`config.mk`:
```
export PLATFORM = sky130hd
export DESIGN_NAME = lcp_parser
export DESIGN_NICKNAME = d
export VERILOG_FILES = /design/src/design/lcp_pkg.sv /design/src/design/lcp_parser.sv
export SDC_FILE = /design/constraint.sdc
export NUM_CORES = 1
export LEC_CHECK = 0
export ABC_CLOCK_PERIOD_IN_PS = 7000
export BUFFER_PORTS_ARGS = -buffer_cell sky130_fd_sc_hd__clkbuf_2
export CORE_MARGIN = 5
export CORE_UTILIZATION = 55
export DETAILED_ROUTE_END_ITERATION = 12
export HOLD_SLACK_MARGIN = 0.1
export PLACE_DENSITY = 0.82
export SYNTH_ARGS = -nofsm -noshare
export SYNTH_HDL_FRONTEND = slang
export SYNTH_SLANG_ARGS = --single-unit
```
`constraint.sdc`:
```
create_clock -name clk_i -period 7 [get_ports clk_i]
set_input_delay 1.05 -clock clk_i [delete_from_list [all_inputs] [get_ports clk_i]]
set_output_delay 1.05 -clock clk_i [all_outputs]
set_load 0.05 [all_outputs]
```
`src/design/lcp_pkg.sv`:
```
// Package for the LED color command parser: character codes, status codes,
// the rainbow command tail and the result payload type. No dependencies.
package lcp_pkg;

  localparam int unsigned PosW   = 4;
  localparam int unsigned RgbW   = 24;
  localparam int unsigned DigitW = 4;
  localparam int unsigned TailN  = 9;

  localparam logic [7:0] ChHash  = 8'h23;  // '#'
  localparam logic [7:0] ChF     = 8'h46;  // 'F'
  localparam logic [7:0] ChU     = 8'h55;  // 'U'
  localparam logic [7:0] ChD     = 8'h44;  // 'D'
  localparam logic [7:0] Ch0     = 8'h30;  // '0'
  localparam logic [7:0] Ch6     = 8'h36;  // '6'
  localparam logic [7:0] Ch8     = 8'h38;  // '8'
  localparam logic [7:0] Ch9     = 8'h39;  // '9'
  localparam logic [7:0] ChLa    = 8'h61;  // 'a'
  localparam logic [7:0] ChLf    = 8'h66;  // 'f'
  localparam logic [7:0] ChUa    = 8'h41;  // 'A'

  // Positions along the command.
  localparam logic [PosW-1:0] PosWait      = 4'd0;
  localparam logic [PosW-1:0] PosHex1      = 4'd1;
  localparam logic [PosW-1:0] PosHex2      = 4'd2;
  localparam logic [PosW-1:0] PosTail1     = 4'd3;
  localparam logic [PosW-1:0] PosHex6      = 4'd6;
  localparam logic [PosW-1:0] PosD         = 4'd7;
  localparam logic [PosW-1:0] PosDigit     = 4'd8;
  localparam logic [PosW-1:0] PosTailLast  = 4'd11;

  // Letters after "#FU" in the rainbow command.
  localparam logic [7:0] RainbowTail [TailN] = '{
    8'h4C, 8'h4C, 8'h52, 8'h41, 8'h49, 8'h4E, 8'h42, 8'h4F, 8'h57
  };

  typedef enum logic [1:0] {
    ST_COLOR   = 2'd0,
    ST_RAINBOW = 2'd1,
    ST_ERROR   = 2'd2
  } lcp_status_e;

  typedef struct packed {
    lcp_status_e         status;
    logic [RgbW-1:0]     color_rgb;
    logic [DigitW-1:0]   led_digit;
  } lcp_result_t;

endpackage

```
`src/design/lcp_parser.sv`:
```
// Command parse state and single-byte decode: position, color digits and
// the rainbow path flag. Depends on lcp_pkg.
module lcp_parser import lcp_pkg::*; (
  input  logic        clk_i,
  input  logic        rst_ni,
  input  logic        advance_i,
  input  logic [7:0]  rx_byte_i,
  output logic        emit_o,
  output lcp_result_t result_o
);

  logic [PosW-1:0] pos_q, pos_d;
  logic [RgbW-1:0] acc_q, acc_d;
  logic            rb_q, rb_d;

  logic [7:0]      c;
  logic [4:0]      hex;
  logic [3:0]      tail_idx;
  logic [PosW-1:0] pos_inc;

  assign c        = rx_byte_i;
  assign tail_idx = pos_q - PosTail1;
  assign pos_inc  = pos_q + 4'd1;

  // Hex value, with bit 4 set when the byte is not a hex digit.
  always_comb begin
    hex = 5'h10;
    if (c >= Ch0 && c <= Ch9) begin
      hex = {1'b0, c[3:0]};
    end else if ((c >= ChLa && c <= ChLf) || (c >= ChUa && c <= ChF)) begin
      hex = {1'b0, c[3:0] + 4'd9};
    end
  end

  always_comb begin
    pos_d    = pos_q;
    acc_d    = acc_q;
    rb_d     = rb_q;
    emit_o   = 1'b0;
    result_o = '{status: ST_ERROR, color_rgb: '0, led_digit: '0};

    if (pos_q == PosWait) begin
      if (c != ChHash) begin
        emit_o = 1'b1;
      end else begin
        pos_d = PosHex1;
      end
    end else if (pos_q == PosHex2 && rb_q && c == ChU) begin
      pos_d = PosTail1;
    end else if (pos_q >= PosTail1 && pos_q <= PosTailLast && rb_q) begin
      if (c != RainbowTail[tail_idx]) begin
        emit_o = 1'b1;
      end else if (pos_q == PosTailLast) begin
        emit_o          = 1'b1;
        result_o.status = ST_RAINBOW;
      end else begin
        pos_d = pos_inc;
      end
    end else if (pos_q >= PosHex1 && pos_q <= PosHex6) begin
      rb_d = (pos_q == PosHex1) ? (rb_q && c == ChF) : 1'b0;
      if (hex[4]) begin
        emit_o = 1'b1;
      end else begin
        acc_d = {acc_q[RgbW-5:0], hex[3:0]};
        pos_d = pos_inc;
      end
    end else if (pos_q == PosD) begin
      if (c != ChD) begin
        emit_o = 1'b1;
      end else begin
        pos_d = PosDigit;
      end
    end else if (pos_q == PosDigit) begin
      emit_o = 1'b1;
      if (c >= Ch6 && c <= Ch8) begin
        result_o = '{status: ST_COLOR, color_rgb: acc_q, led_digit: c[3:0]};
      end
    end else begin
      emit_o = 1'b1;
    end

    // Every result restarts the parse.
    if (emit_o) begin
      pos_d = PosWait;
      acc_d = '0;
      rb_d  = 1'b1;
    end
  end

  always_ff @(posedge clk_i or negedge rst_ni) begin
    if (!rst_ni) begin
      pos_q <= PosWait;
      acc_q <= '0;
      rb_q  <= 1'b1;
    end else if (advance_i) begin
      pos_q <= pos_d;
      acc_q <= acc_d;
      rb_q  <= rb_d;
    end
  end

endmodule

```
-- Yosys cells after proc, flatten, opt, wreduce, memory -nomap -nowiden
Memory sizes are Yosys's and may differ from the RTL's.
Cells that the tools add are included.
- memories kept: 1
- input bits: 11
- logic and storage cells: 104
- bits in read-only memories: 128
- output and inout bits: 31
- register bits after elaboration: 29
- memories (memory ; depth ; bits a word ; rd ports ; clocked after memory_dff ; wr ports ; RTL line ; RTL):
    (name not given) ; 16 ; 8 ; 1 ; 0 ; 0 ; lcp_parser.sv:51 ; if (c != RainbowTail[tail_idx]) begin
- multiplexer cells: 47
- add/sub/neg operators: 3
- $lt $le $gt $ge: 13
- bitwise gates (word level): 1
- reduce and logical (&&, ||, !) cells: 17
- equal/unequal tests: 19
- operators with widths (operator ; number):
    $mux W30 ; 6
    $mux W24 ; 6
    $mux W4 ; 11
    $mux W28 ; 1
    $eq A8 B7 Y1 const B ; 2
    $ge A8 B6 Y1 const B ; 2
    $ge A8 B7 Y1 const B ; 2
    $le A8 B6 Y1 const B ; 2
    $le A8 B7 Y1 const B ; 2
    $mux W1 ; 16
    $mux W8 ; 2
    $ne A6 B6 Y1 const B ; 2
    $logic_and A1 B1 Y1 ; 10
    $mux W5 ; 2
    $ne A5 B5 Y1 const B ; 2
    $eq A4 B4 Y1 const B ; 2
    $ne A2 B2 Y1 const B ; 4
    $ne A8 B6 Y1 const B ; 1
    $ne A8 B7 Y1 const B ; 1
    $ne A8 B8 Y1 ; 1
    $reduce_and A7 Y1 ; 1
    $mux W2 ; 3
    $reduce_and A6 Y1 ; 1
    $reduce_bool A6 Y1 ; 1
    17 further kinds ; 17

-- Logic depth before layout (Yosys ltp)
Gate-level depths: netlist of run 1.
- word-level depth: 12
- gate-level depth with buffers: 13

-- Least setup slack after synthesis of run 1
No wires, ideal clock.
- kind: input -> output
- from: input port rx_byte_i[0]
- to: output port emit_o
- cell stages on the path: 9
- data arrival time: 3.242 ns
- slack: 2.708 ns
- path buffers: 1
- cells stage by stage: clkbuf_1 inv_1 ha_1 o21bai_1 a21oi_1 nor4b_1 a211oi_2 o31a_1 a21boi_1
- word-level cells in the longest chain between the ends: 10
- elaborated cells between the ends (all ways): 26
- RTL lines (item ; RTL line ; RTL):
    start, declared ; lcp_parser.sv:7 ; input logic [7:0] rx_byte_i,
    $ge A8 B7 Y1 / $le A8 B7 Y1 (equally long branches) ; lcp_parser.sv:30 ; end else if ((c >= ChLa && c <= ChLf) || (c >= ChUa && c <= ChF)) begin
    $logic_and A1 B1 Y1 ; lcp_parser.sv:30 ;
    $logic_or A1 B1 Y1 ; lcp_parser.sv:30 ;
    $mux W5 ; lcp_parser.sv:30 ;
    $mux W5 ; lcp_parser.sv:28 ; if (c >= Ch0 && c <= Ch9) begin
    $mux W1 ; lcp_parser.sv:61 ; if (hex[4]) begin
    $mux W1 ; lcp_parser.sv:59 ; end else if (pos_q >= PosHex1 && pos_q <= PosHex6) begin
    $mux W1 ; lcp_parser.sv:50 ; end else if (pos_q >= PosTail1 && pos_q <= PosTailLast && rb_q) begin
    $mux W1 ; lcp_parser.sv:48 ; end else if (pos_q == PosHex2 && rb_q && c == ChU) begin
    $mux W1 * ; lcp_parser.sv:42 ; if (pos_q == PosWait) begin
    end, declared ; lcp_parser.sv:8 ; output logic emit_o,
Every way passes the cells marked *; elsewhere a longest branch is shown, timed or not.

-- Worst setup path after layout of run 1
- from: register pos_q[0]
- to: output port emit_o
- word-level cells in the longest chain between the ends: 10
- elaborated cells between the ends (all ways): 26
- RTL lines (item ; RTL line ; RTL):
    start, declared ; lcp_parser.sv:12 ; logic [PosW-1:0] pos_q, pos_d;
    start signal, assigned ; lcp_parser.sv:92 ; pos_q <= PosWait;
    start signal, assigned ; lcp_parser.sv:96 ; pos_q <= pos_d;
    $sub A4 B2 Y4 ; lcp_parser.sv:22 ; assign tail_idx = pos_q - PosTail1;
    $not A4 Y5 (implied by the code) ; lcp_parser.sv:51 ;
    $mem_v2 Z16 W8 ; n/a ;
    $mux W8 (implied by the code) (2 in a row) ; lcp_parser.sv:51 ;
    $ne A8 B8 Y1 ; lcp_parser.sv:51 ;
    $mux W1 ; lcp_parser.sv:51 ;
    $mux W1 ; lcp_parser.sv:50 ;
    $mux W1 ; lcp_parser.sv:48 ;
    $mux W1 * ; lcp_parser.sv:42 ;
Every way passes the cells marked *; elsewhere a longest branch is shown, timed or not. The select of a mux whose other input is x is not followed.

==> results of run 1 <==
==> kinds of logic after synthesis <==
| kind of cell | share of synthesized area, % |
|---|---|
| AOI/OAI and AO/OA | 23.61 |
| xor gates and xnor gates | 2.836 |
| adders and majority gates | 5.787 |
| buffers and inverters | 5.787 |
| DFF | 33.62 |
| muxes | 1.910 |
| and+or+nand+nor | 26.45 |
==> state kept, by name (all words and copies together), names as in the netlist <==
register and cells:
pos_q 4, rb_q 1, acc_q 24
==> layout make-up <==
| type | instances | area, sq um |
|---|---|---|
| Sequential cell | 29 | 726.9 |
| Clock buffer | 7 | 86.33 |
| Fill cell | 319 | 1262 |
| Tap cell | 48 | 60.06 |
| Clock inverter | 1 | 30.03 |
| Timing Repair Buffer | 43 | 220.2 |
| Multi-Input combinational cell | 175 | 1331 |
| Inverter | 7 | 26.28 |
==> worst reg2reg max path, delay by kind of cell (launching register included) <==
kind	cells	cell delay, ns
compound gates	5	1.91
fa+ha+maj	1	0.44
flops	1	0.60
simple gates	2	0.56
==> placed cells by master, fill, tap and decap left out, drive strengths merged, types with 4 or more instances in the layout <==
cell type and count:
nand3 4, ha 10, a21o 4, a21oi 7, dfrtp 28, a22o 24, clkbuf 48, nor2 10
nand2b 5, nand2 12, and2 29, nor3b 5, inv 7, xnor2 5, o21ai 6
==> worst min path at each step <==
stage                endpoint  slack [ns]  cells past startpoint
floorplan           acc_q[23]        0.46                      1
global placement    acc_q[22]        0.48                      1
detailed placement  acc_q[20]        0.49                      1
CTS                 acc_q[20]        0.50                      1
global route         acc_q[6]        0.54                      1
finish              acc_q[20]        0.50                      1
==> per-layer routing <==
metal  global-route usage [%]  up-vias
li1                         -      903
met1                    28.90      894
met2                    30.56       71
met3                    4.683        9
met4                    6.557        0
met5                        0        -
==> power breakdown <==
group,internal [mW],total [mW],switching [mW]
logic,0.0378,0.0975,0.0597
clock network,0.116,0.178,0.0619
registers,0.170,0.181,0.0109
total,0.324,0.456,0.132
==> impl.org, run 1 <==
** STA
- Setup repair after global routing left no endpoint under its margin.
- Setup violations remaining at the end of the flow were counted as 0.
- Measured against its own limit, the worst slew margin works out to 35.60%.
- Based on the critical path, the design can be clocked at up to 234.3 MHz.
- Post-route worst hold slack :: 0.4962 ns
- Dividing the final minimum period by the clock period gives 60.96%.
- Summed negative setup slack over all endpoints :: 0 ns
- Setup ws final :: 2.733 ns
- The hold violation total from the final report is 0.
- Minimum clock period :: 4.267 ns
- Worst slew pin tran :: 0.9631 ns
- For the final database, setup skew stands at 0.006400 ns.
- Final number of max-transition violations :: 0

** Detailed routing
- The routed design has 5093 microns of wire.
- After detailed routing, the met3 layer carries 317 microns of wire.
- Once detail routing completed, the nets flagged for antenna violations numbered 0.
- In the routed layout, each cell is associated on average with a via count of 6.055.
- In this run the top signal layer used is met4.
- Remaining DRCs :: 0
- Dividing the detail-routed wire length by the instance count gives 16.43 microns.
- TritonRoute pass-1 iters :: 4
- Met2 routed WL :: 2341 microns
- Total routed wire length on the met1 layer :: 2360 microns
- The detailed router finished its first iteration with 164 violations.
- Vias after detailed routing :: 1877

** CTS
- CTS Buffer Depth :: 2
- TritonCTS clock tree :: yes
- Buffers added to address setup during post-CTS repair amount to 0.
- Clock tree synthesis found a total of 29 sinks.
- After clock tree synthesis, the flow added hold-fix buffers numbering 0.
- H-tree Lvls :: 2
- The clock reaches the later pin of the worst-skew pair after 0.28 ns.
- Clock-pin slew was measured on the worst setup and hold paths at 0.06 ns.
- After clock tree synthesis, the repair step resized 0 gates.
- Inserted Clock Buffers :: 5
- The tree is rooted in a sky130_fd_sc_hd__clkbuf_8.

** Power
- The design draws 0.4562 mW.
- P per Cell Area :: 183.9 nW/um^2
- Summed over all cells, the static leakage comes to 1.170 nW.
- Peak VDD IR :: 0.0001213 V

** Global routing
- Number of antenna violations at the first check in global routing :: 0
- Vias in the first global route :: 1769
- The first global-routing pass estimated 8411 microns of wire.
- Total global-route track usage :: 20.36%
- Largest net degree at the start of global routing :: 30
- Summed over all layers, the global routing overflow is 0.

** Synthesis
- Cell types with the largest area share after synthesis :: sky130_fd_sc_hd__dfrtp_1 32%, sky130_fd_sc_hd__a22o_1 9.7%, sky130_fd_sc_hd__and2_1 8.4%, sky130_fd_sc_hd__ha_1 5.8%, sky130_fd_sc_hd__nand2_1 2.1%
- Yosys printed 0 warnings.
- After synthesis the cells add up to 2162 sq um.
- The share of synthesized area in the top cell type comes to 32.41%.
- When the netlist entered floorplanning its net count stood at 251.
- By count the netlist is led by 29 x sky130_fd_sc_hd__and2_1, 28 x sky130_fd_sc_hd__dfrtp_1, 24 x sky130_fd_sc_hd__a22o_1.
- Leading area contributor after synthesis :: sky130_fd_sc_hd__dfrtp_1
- Fraction of registers with async set/reset :: 100.0%
- Synthesis inferred 29 register bits.
- Averaged over all synthesized cells, the footprint is 9.400 sq um.
- Yosys instantiated no cell more often than sky130_fd_sc_hd__and2_1.
- Synth cell types :: 56
- Synthesis produced a netlist whose cell count is 230.
- Most used flip-flop cell after synthesis :: sky130_fd_sc_hd__dfrtp_1
- Of the synthesized area, sequential elements account for 33.62%.
- In this run, synthesis inferred 0 flip-flops with an integrated enable.

** Layout
- The post-route netlist has 24.05% of its cells at a drive strength greater than 1.
- The final layout contains 282 nets.
- Number of cells in the finished layout apart from fillers :: 310
- Antenna Cells :: 0
- Relative to the synthesized area, the layout overhead comes to 14.76%.
- Finished Cell Area :: 2481 sq um
- Final standard cell utilization of the core :: 66.28%

** Critical path
- Startpoint class of the critical path :: register
- For the worst flop-to-flop path, the logic depth is 8.
- R2R Setup Slk :: 3.42 ns
- STA puts the critical path data required time at 5.95 ns.
- Type of the worst setup path :: reg -> out
- The largest single stage delay on the critical path is 0.60 ns.
- The most critical setup path has its startpoint at pos_q[0].
- In this run the worst setup path terminates at emit_o.
- The worst setup path is captured at an output port.
- Of all nets on the critical path, the largest fanout is 12.
- At the worst endpoint, the arrival time is 3.22 ns.
- Reg2Reg Launch Point :: pos_q[0]
- The critical path goes through inv_1 -> ha_1 -> xor2_1 -> mux2i_1 -> o21ai_0 -> and3_1 -> or4_1 -> a21boi_1 -> clkbuf_2.
- Category of cells accounting for the largest share of critical-path delay :: simple AND/OR/NAND/NOR gates
- Logic depth of the worst setup path including buffers :: 9
- Buffers & Inverters on Critical Path :: 2
- On the critical path, the stage with the largest delay is an instance of sky130_fd_sc_hd__dfrtp_1.
- The worst register-to-register path ends at acc_q[16].

** Floorplan
- In this run the horizontal extent of the chip is 72.70 microns.
- The floorplan step set the die height to 72.70 microns.
- 42 I/O pins were placed.
- For this configuration, the core starts out at a cell density of 57.75%.
- The die covers 5285 sq um.
- In this run the standard cell core region covers 3744 sq um.
- Placement row count :: 22

** Run
- Max-cap violations :: 0

** Place
- OpenSTA, run right after detailed placement, puts the worst setup slack at 2.772 ns.
- Once placement completed, the tool counted placed cells totaling 302.
- Input and output buffers added on the ports amount to 41.
- Routability congestion estimate :: 0.8737
- Detailed placement HPWL :: 3683 microns
- After detailed placement, the total cell area comes to 2365 sq um.

** Hold path
- Launch instance of the worst min-delay path :: acc_q[20]
- The worst hold path belongs to the class reg -> reg.

** Status
- Outcome :: finished clean
(Power assumes the default switching activity.)
==> run 2, diff against run 1 <==
ABC_CLOCK_PERIOD_IN_PS = 3900   (was 7000)
CORE_UTILIZATION = 50   (was 55)
PLACE_DENSITY = 0.79   (was 0.82)
clock period = 3.9 ns   (was 7 ns; I/O delays follow)
==> run 2 against run 1 <==
  * Register-to-register slack worse by 2.7 ns
  * Non-clock buffer count is 5 higher
  * First-iteration DRC count is 20% lower
==> impl.org, run 2 (synthesis results as in run 1) <==
** Critical path
- Buffers & Inverters on Critical Path :: 1 (-1)
- Type of the worst setup path :: reg -> out
- STA classifies the critical path endpoint as an output port.
- Crit-path cells :: ha_1 -> xnor2_1 -> mux2i_1 -> o21ai_0 -> and3_1 -> or4_1 -> a21boi_1 -> clkbuf_2
- For this design, the slowest cell found on the critical path is sky130_fd_sc_hd__dfrtp_2.
- The endpoint arrival time on the critical path came to 3.07 ns (-0.15 ns).
- CP required :: 3.31 ns (-2.64 ns)
- Reg2Reg Launch Point :: pos_q[0]
- The delay of the slowest cell on the worst path came to 0.50 ns (-0.10 ns).
- The worst setup path is launched from a register.
- The worst register-to-register path ends at acc_q[22].
- The cell family contributing the most delay on the critical path is simple AND/OR/NAND/NOR gates.
- The biggest fanout along the worst timing path was 12 (unchanged).
- R2R Setup Slk :: 0.77 ns (-2.65 ns)
- The cell depth of the worst flop-to-flop path came to 10 (+2).

** CTS
- H-tree Lvls :: 2 (unchanged)
- The CTS buffer count was 5 (unchanged).
- The clock-pin slew of the registers on the worst-case setup and hold paths came to 0.08 ns (+0.02 ns).
- TritonCTS built the clock tree.
- Root buffer cell :: sky130_fd_sc_hd__clkbuf_8
- Total clock sinks :: 29 (unchanged)
- The insertion delay of the later-clocked pin in the worst-skew pair came to 0.29 ns (about the same).
- The worst-case clock buffer depth is 2 (unchanged).

** STA
- The worst-case headroom to the max-slew limit is 50.43% (+15 points).
- Setup repair after global routing missed its margin :: false
- The transition time at the pin with the least slew margin came to 0.7435 ns (-0.2196 ns).
- In the finished design, the share of the clock period the worst path needs comes to 93.71%.
- Final hold viol count :: 0 (unchanged)
- Summed negative setup slack over all endpoints :: 0 ns (unchanged)
- Max Clk Rate :: 273.6 MHz
- Total setup violations reported at the end of the flow :: 0 (unchanged)
- Setup Skew :: 0.01286 ns (+0.006456 ns)
- Minimum clock period :: 3.655 ns
- The final-report max-slew violation count came to 0 (unchanged).

** Place
- The total of buffers placed on input and output ports is 41 (unchanged).
- Routability congestion estimate :: 0.8997 (+3.0%)
- Detailed placement HPWL :: 3830 microns (+4.0%)

** Run
- The number of violations of the max-capacitance limit was 0 (unchanged).

** Layout
- NumNets Final :: 287 (+1.8%)
- The number of diodes added for antenna fixing is 0 (unchanged).
- Flip-flop count of the largest register, all copies and words added :: 24 (unchanged)
- The register with the most flip-flops in the final layout is acc_q.
- The largest registers in the layout are acc_q (24), pos_q (4), rb_q (1).
- Leading cell type in the layout, fill and taps excluded :: sky130_fd_sc_hd__clkbuf_2
- Most frequent cells in the layout :: 41 x sky130_fd_sc_hd__clkbuf_2, 29 x sky130_fd_sc_hd__and2_1, 26 x sky130_fd_sc_hd__dfrtp_1
- Relative to the synthesized area, the layout overhead comes to 15.74%.
- The share of final-layout standard cells stronger than drive strength 1 is 26.97% (+2.9 points).

** Global routing
- Number of antenna violations at the first check in global routing :: 0 (unchanged)
- The first-pass GRT wire length came to 8452 microns (+0.49%).
- The maximum number of pins on one net before global-route repair came to 30 (unchanged).
- The via count of the first global-routing pass was 1770 (+0.057%).
- Total global-route track usage :: 19.13% (-1.2 points)
- Total grt overflow :: 0 (unchanged)

** Floorplan
- The overall die width is 75.76 microns (+4.2%).
- Placement row count :: 24 (+9.1%)
- Number of I/O pins :: 42 (unchanged)
- The starting density of the core is 50.70% (-7.0 points).
- The overall die area came to 5740 sq um (+8.6%).
- Vertical die dimension :: 75.76 microns (+4.2%)
- Area of the core :: 4264 sq um (+14%)

** Detailed routing
- ANT nets after route :: 0 (unchanged)
- TritonRoute pass-1 iters :: 4 (unchanged)
- The DRC marker count from the first detailed-route iteration was 132 (-20%).
- The remaining routing DRC violations is 0 (unchanged).
- The per-cell routed wire length is 16.14 microns (-1.8%).
- Vias after detailed routing :: 1896 (+1.0%)
- The overall routed net length came to 5149 microns (+1.1%).
- Avg Vias per Cell :: 5.944 (-1.8%)

** Power
- The leakage power was 1.180 nW (+0.86%).
- The worst IR drop on VDD came to 0.0001252 V (+3.2%).
- Overall power of the completed layout :: 0.7574 mW (+66%)
- P per Cell Area :: 302.7 nW/um^2 (+65%)

** Status
- Outcome :: finished clean

** Hold path
- The min-delay analysis places its worst path in the category in -> async.
## run 2: changes by cell type in the layout (fill, tap and decap cells not counted), sizes merged
cell | before | now
bufinv | 1 | 0
clkinvlp | 0 | 1
clkinv | 0 | 2
clkbuf | 48 | 46
buf | 2 | 7
## run 2: repair_timing
| action | CTS | global route |
|---|---|---|
| gates resized for setup | 0 | 3 |
| endpoints found under the setup margin | 0 | 2 |
| buffers inserted | 0 | 0 |
| hold buffers | 0 | 0 |
## run 2: cell type report
class	count	area [sq um]
clock buffer	5	68.82
clock inverter	3	17.52
fill	382	1762
inverter	7	26.28
multi-input combinational	175	1338
sequential	29	729.5
tap	52	65.06
timing repair buffer	48	257.7
## run 2: report_power, final
group          switching, mW  internal, mW  total [mW]  leakage [nW]
Clock                  0.125         0.123       0.248        0.0439
Combinational          0.114        0.0739       0.188         0.739
Sequential            0.0156         0.306       0.321         0.397
## run 2: layer usage
metal	GRT usage, %	vias to the layer above	share of wire [%]
met5	0	-	0
met4	5.243	0	1.3
met3	4.090	7	5.8
met2	30.23	78	47
met1	26.40	901	46
li1	-	910	-
## run 2: how the worst max path moves through the flow
stage	start	end	slack, ns	depth (start not counted)
global route	pos_q[0]	emit_o	0.007	8
floorplan	pos_q[0]	emit_o	0.27	9
detailed placement	pos_q[0]	emit_o	0.47	9
finish	pos_q[0]	emit_o	0.25	8
global placement	pos_q[0]	emit_o	0.55	9
CTS	pos_q[0]	emit_o	0.14	9
## run 2: per-stage QoR
| step | hold slack [ns] | utilization, % | instances | setup WS (ns) | area [sq um] |
|---|---|---|---|---|---|
| 2_1_floorplan | 0.2894 | - | 230 | 0.2720 | 2162 |
| 3_3_place_gp | 0.4787 | 56.46 | 311 | 0.5532 | 2407 |
| 3_5_place_dp | 0.4877 | 56.46 | 311 | 0.4741 | 2407 |
| 4_1_cts | 0.3710 | 58.48 | 319 | 0.1378 | 2494 |
| 5_1_grt | 0.4129 | 58.69 | 319 | 0.007058 | 2502 |
| 6_report | 0.3461 | 58.69 | 319 | 0.2454 | 2502 |
==> run 3, diff against run 2 <==
ABC_CLOCK_PERIOD_IN_PS = 3510   (was 3900)
CORE_UTILIZATION = 55   (was 50)
PLACE_DENSITY = 0.82   (was 0.79)
SLEW_MARGIN = 20   (was default)
clock period = 3.51 ns   (was 3.9 ns; I/O delays follow)
==> run 3 against run 2 <==
  * Count of clock-buffer cells in the layout increased by 2
  * Critical path type unchanged
  * Critical path depth grew 1
  * Design area grew 2.7%
  * Hold slack got worse by 0.053 ns
  * Clock skew down 0.0092 ns
  * Largest power group unchanged
  * Clock power up 43%
  * Register-to-register slack got worse by 0.28 ns
  * Worst setup slack lost 0.046 ns
  * First-iteration DRC count is 20% higher
==> impl.org, run 3 (synthesis results as in run 1) <==
** Status
- Outcome :: finished clean

** STA
- Worst rel slew slack :: 52.16% (+1.7 points)
- Minimum clock period :: 3.311 ns
- The worst-case clock skew was 0.003650 ns (-0.009206 ns).
- Period Utilization, post-route :: 94.32%
- Summed negative setup slack over all endpoints :: 0 ns (unchanged)
- Total setup violations reported at the end of the flow :: 0 (unchanged)
- Setup repair after global routing left no endpoint under its margin.
- The minimum hold slack was 0.2933 ns (-0.05287 ns).
- Max Clk Rate :: 302.0 MHz
- The final-report max-slew violation count was 0 (unchanged).
- Final hold viol count :: 0 (unchanged)
- Worst slew pin tran :: 0.7176 ns (-0.02592 ns)

** Global routing
- Met1 track demand over resource in global routing :: 29.42% (+3.0 points)
- The first-pass GRT wire length came to 8818 microns (+4.3%).
- The via count of the first global-routing pass is 1827 (+3.2%).
- Met3 Use GR :: 5.234% (+1.1 points)
- The global-route congestion overflow total came to 0 (unchanged).
- The maximum number of pins on one net before global-route repair is 30 (unchanged).
- The number of antenna violations at the first check in global routing is 0 (unchanged).
- Total global-route track usage :: 21.30% (+2.2 points)
- GRT busiest layer :: met2
- The met2 layer usage reported by global route was 32.97% (+2.7 points).

** Detailed routing
- The per-cell via count in the routed design was 5.915 (-0.48%).
- Routed WL per cell :: 16.72 microns (+3.6%)
- Vias after detailed routing :: 1881 (-0.79%)
- The length of the first detailed-routing pass in iterations was 4 (unchanged).
- The DRC marker count from the first detailed-route iteration is 158 (+20%).
- The remaining routing DRC violations is 0 (unchanged).
- The final antenna-violating net count is 0 (unchanged).
- The overall routed net length came to 5318 microns (+3.3%).

** Floorplan
- Vertical die dimension :: 72.70 microns (-4.0%)
- Initial Util :: 57.75% (+7.0 points)
- The overall die width came to 72.70 microns (-4.0%).
- Area of the core :: 3744 sq um (-12%)
- Die area :: 5285 sq um (-7.9%)
- Placement row count :: 22 (-8.3%)
- The boundary pin count came to 42 (unchanged).

** CTS
- The CTS buffer count was 5 (unchanged).
- The clock sink count came to 29 (unchanged).
- Clock-pin transition on the worst setup and hold timing paths :: 0.06 ns (-0.02 ns)
- Clock insertion delay at the later pin of the skew report :: 0.28 ns (about the same)
- TritonCTS built the clock tree.
- CTS Buffer Depth :: 2 (unchanged)
- In this run the clock root is driven by a sky130_fd_sc_hd__clkbuf_8.
- H-tree Lvls :: 2 (unchanged)
- The number of buffers inserted for hold repair after clock tree synthesis came to 0 (unchanged).

** Layout
- The share of final-layout standard cells stronger than drive strength 1 came to 28.89% (+1.9 points).
- Largest register by flop count :: acc_q
- Biggest regs :: acc_q (24), pos_q (4), rb_q (1)
- From synthesis to final layout, the design area changed by 18.87%.
- Leaving out fill and tap cells, the most frequent cell in the layout is sky130_fd_sc_hd__clkbuf_2.
- The number of flip-flops in the largest register came to 24 (unchanged).
- Most frequent cells in the layout :: 40 x sky130_fd_sc_hd__clkbuf_2, 29 x sky130_fd_sc_hd__and2_1, 26 x sky130_fd_sc_hd__dfrtp_1
- Antenna Cells :: 0 (unchanged)
- NumNets Final :: 290 (+1.0%)

** Critical path
- Worst R2R Path Depth :: 10 (unchanged)
- R2R Setup Slk :: 0.49 ns (-0.28 ns)
- The endpoint required time on the critical path is 2.98 ns (-0.33 ns).
- The biggest fanout along the worst timing path was 7 (-5).
- STA classifies the critical path startpoint as a register.
- Capture point of the worst reg-to-reg path :: acc_q[13]
- The most critical setup path has its startpoint at pos_q[0].
- Reg2Reg Launch Point :: pos_q[0]
- By startpoint and endpoint, the worst setup path is classified as reg -> out.
- Arrival time at the worst endpoint :: 2.78 ns (-0.29 ns)
- The worst setup path is captured at an output port.

** Power
- P per Cell Area :: 363.0 nW/um^2 (+20%)
- Overall power of the completed layout :: 0.9328 mW (+23%)
- Peak VDD IR :: 0.0001961 V (+57%)
- Leakage power total :: 1.204 nW (+2.0%)

** Place
- The detailed placement HPWL came to 3962 microns (+3.4%).
- The final weighted congestion in routability-driven placement is 1.023 (+14%).
- The total of buffers placed on input and output ports was 41 (unchanged).

** Hold path
- In this run the worst hold path is classified as in -> async.

** Run
- Max-cap violations :: 0 (unchanged)
[run 3: worst max-delay path, cell delays in order (launching register included)]
cell and delay, ns:
sky130_fd_sc_hd__dfrtp_2 0.44, sky130_fd_sc_hd__inv_1 0.12, sky130_fd_sc_hd__ha_1 0.36, sky130_fd_sc_hd__xor2_1 0.17, sky130_fd_sc_hd__mux2i_2 0.24, sky130_fd_sc_hd__o21ai_0 0.16, sky130_fd_sc_hd__and3_1 0.21, sky130_fd_sc_hd__or4_1 0.41
sky130_fd_sc_hd__a21boi_2 0.18, sky130_fd_sc_hd__buf_4 0.22
[run 3: timing repair]
action,in CTS,in global routing
cloned,0,0
endpoints found under the setup margin,1,3
resized for setup,2,6
setup buffers,0,1
pin swaps,0,0
[run 3: how the worst max path moves through the flow]
stage              endpoint  depth (start not counted)  slack (ns)
2_1_floorplan  result_o[29]                         10        0.07
3_3_place_gp         emit_o                          8        0.36
3_5_place_dp         emit_o                          8        0.26
4_1_cts              emit_o                          9        0.03
5_1_grt              emit_o                          9        0.03
6_report             emit_o                          9        0.20
[run 3: where the power goes]
part	total (mW)	internal (mW)	switching, mW
Combinational	0.223	0.0897	0.133
Clock	0.355	0.231	0.124
Sequential	0.355	0.340	0.0154
[run 3: per-stage QoR]
step,cell area (sq um),utilization [%],instances,setup WS (ns)
floorplan,2166,-,230,0.07165
global placement,2421,64.67,309,0.3579
detailed placement,2421,64.67,309,0.2624
CTS,2542,67.91,317,0.02602
global route,2570,68.65,318,0.02843
finish,2570,68.65,318,0.1993
[run 3: area by class of cell]
type / count / area [sq um]
clock inverter: 1 / 30.03
sequential: 29 / 729.5
tap: 48 / 60.06
fill: 316 / 1174
multi-input combinational: 175 / 1355
inverter: 7 / 26.28
timing repair buffer: 51 / 282.8
clock buffer: 7 / 86.33
[run 3: layer usage]
metal / vias to the layer above / routed length (microns)
met1: 888 / 2372
li1: 918 / -
met4: 0 / 85
met2: 67 / 2482
met3: 8 / 378
met5: - / 0
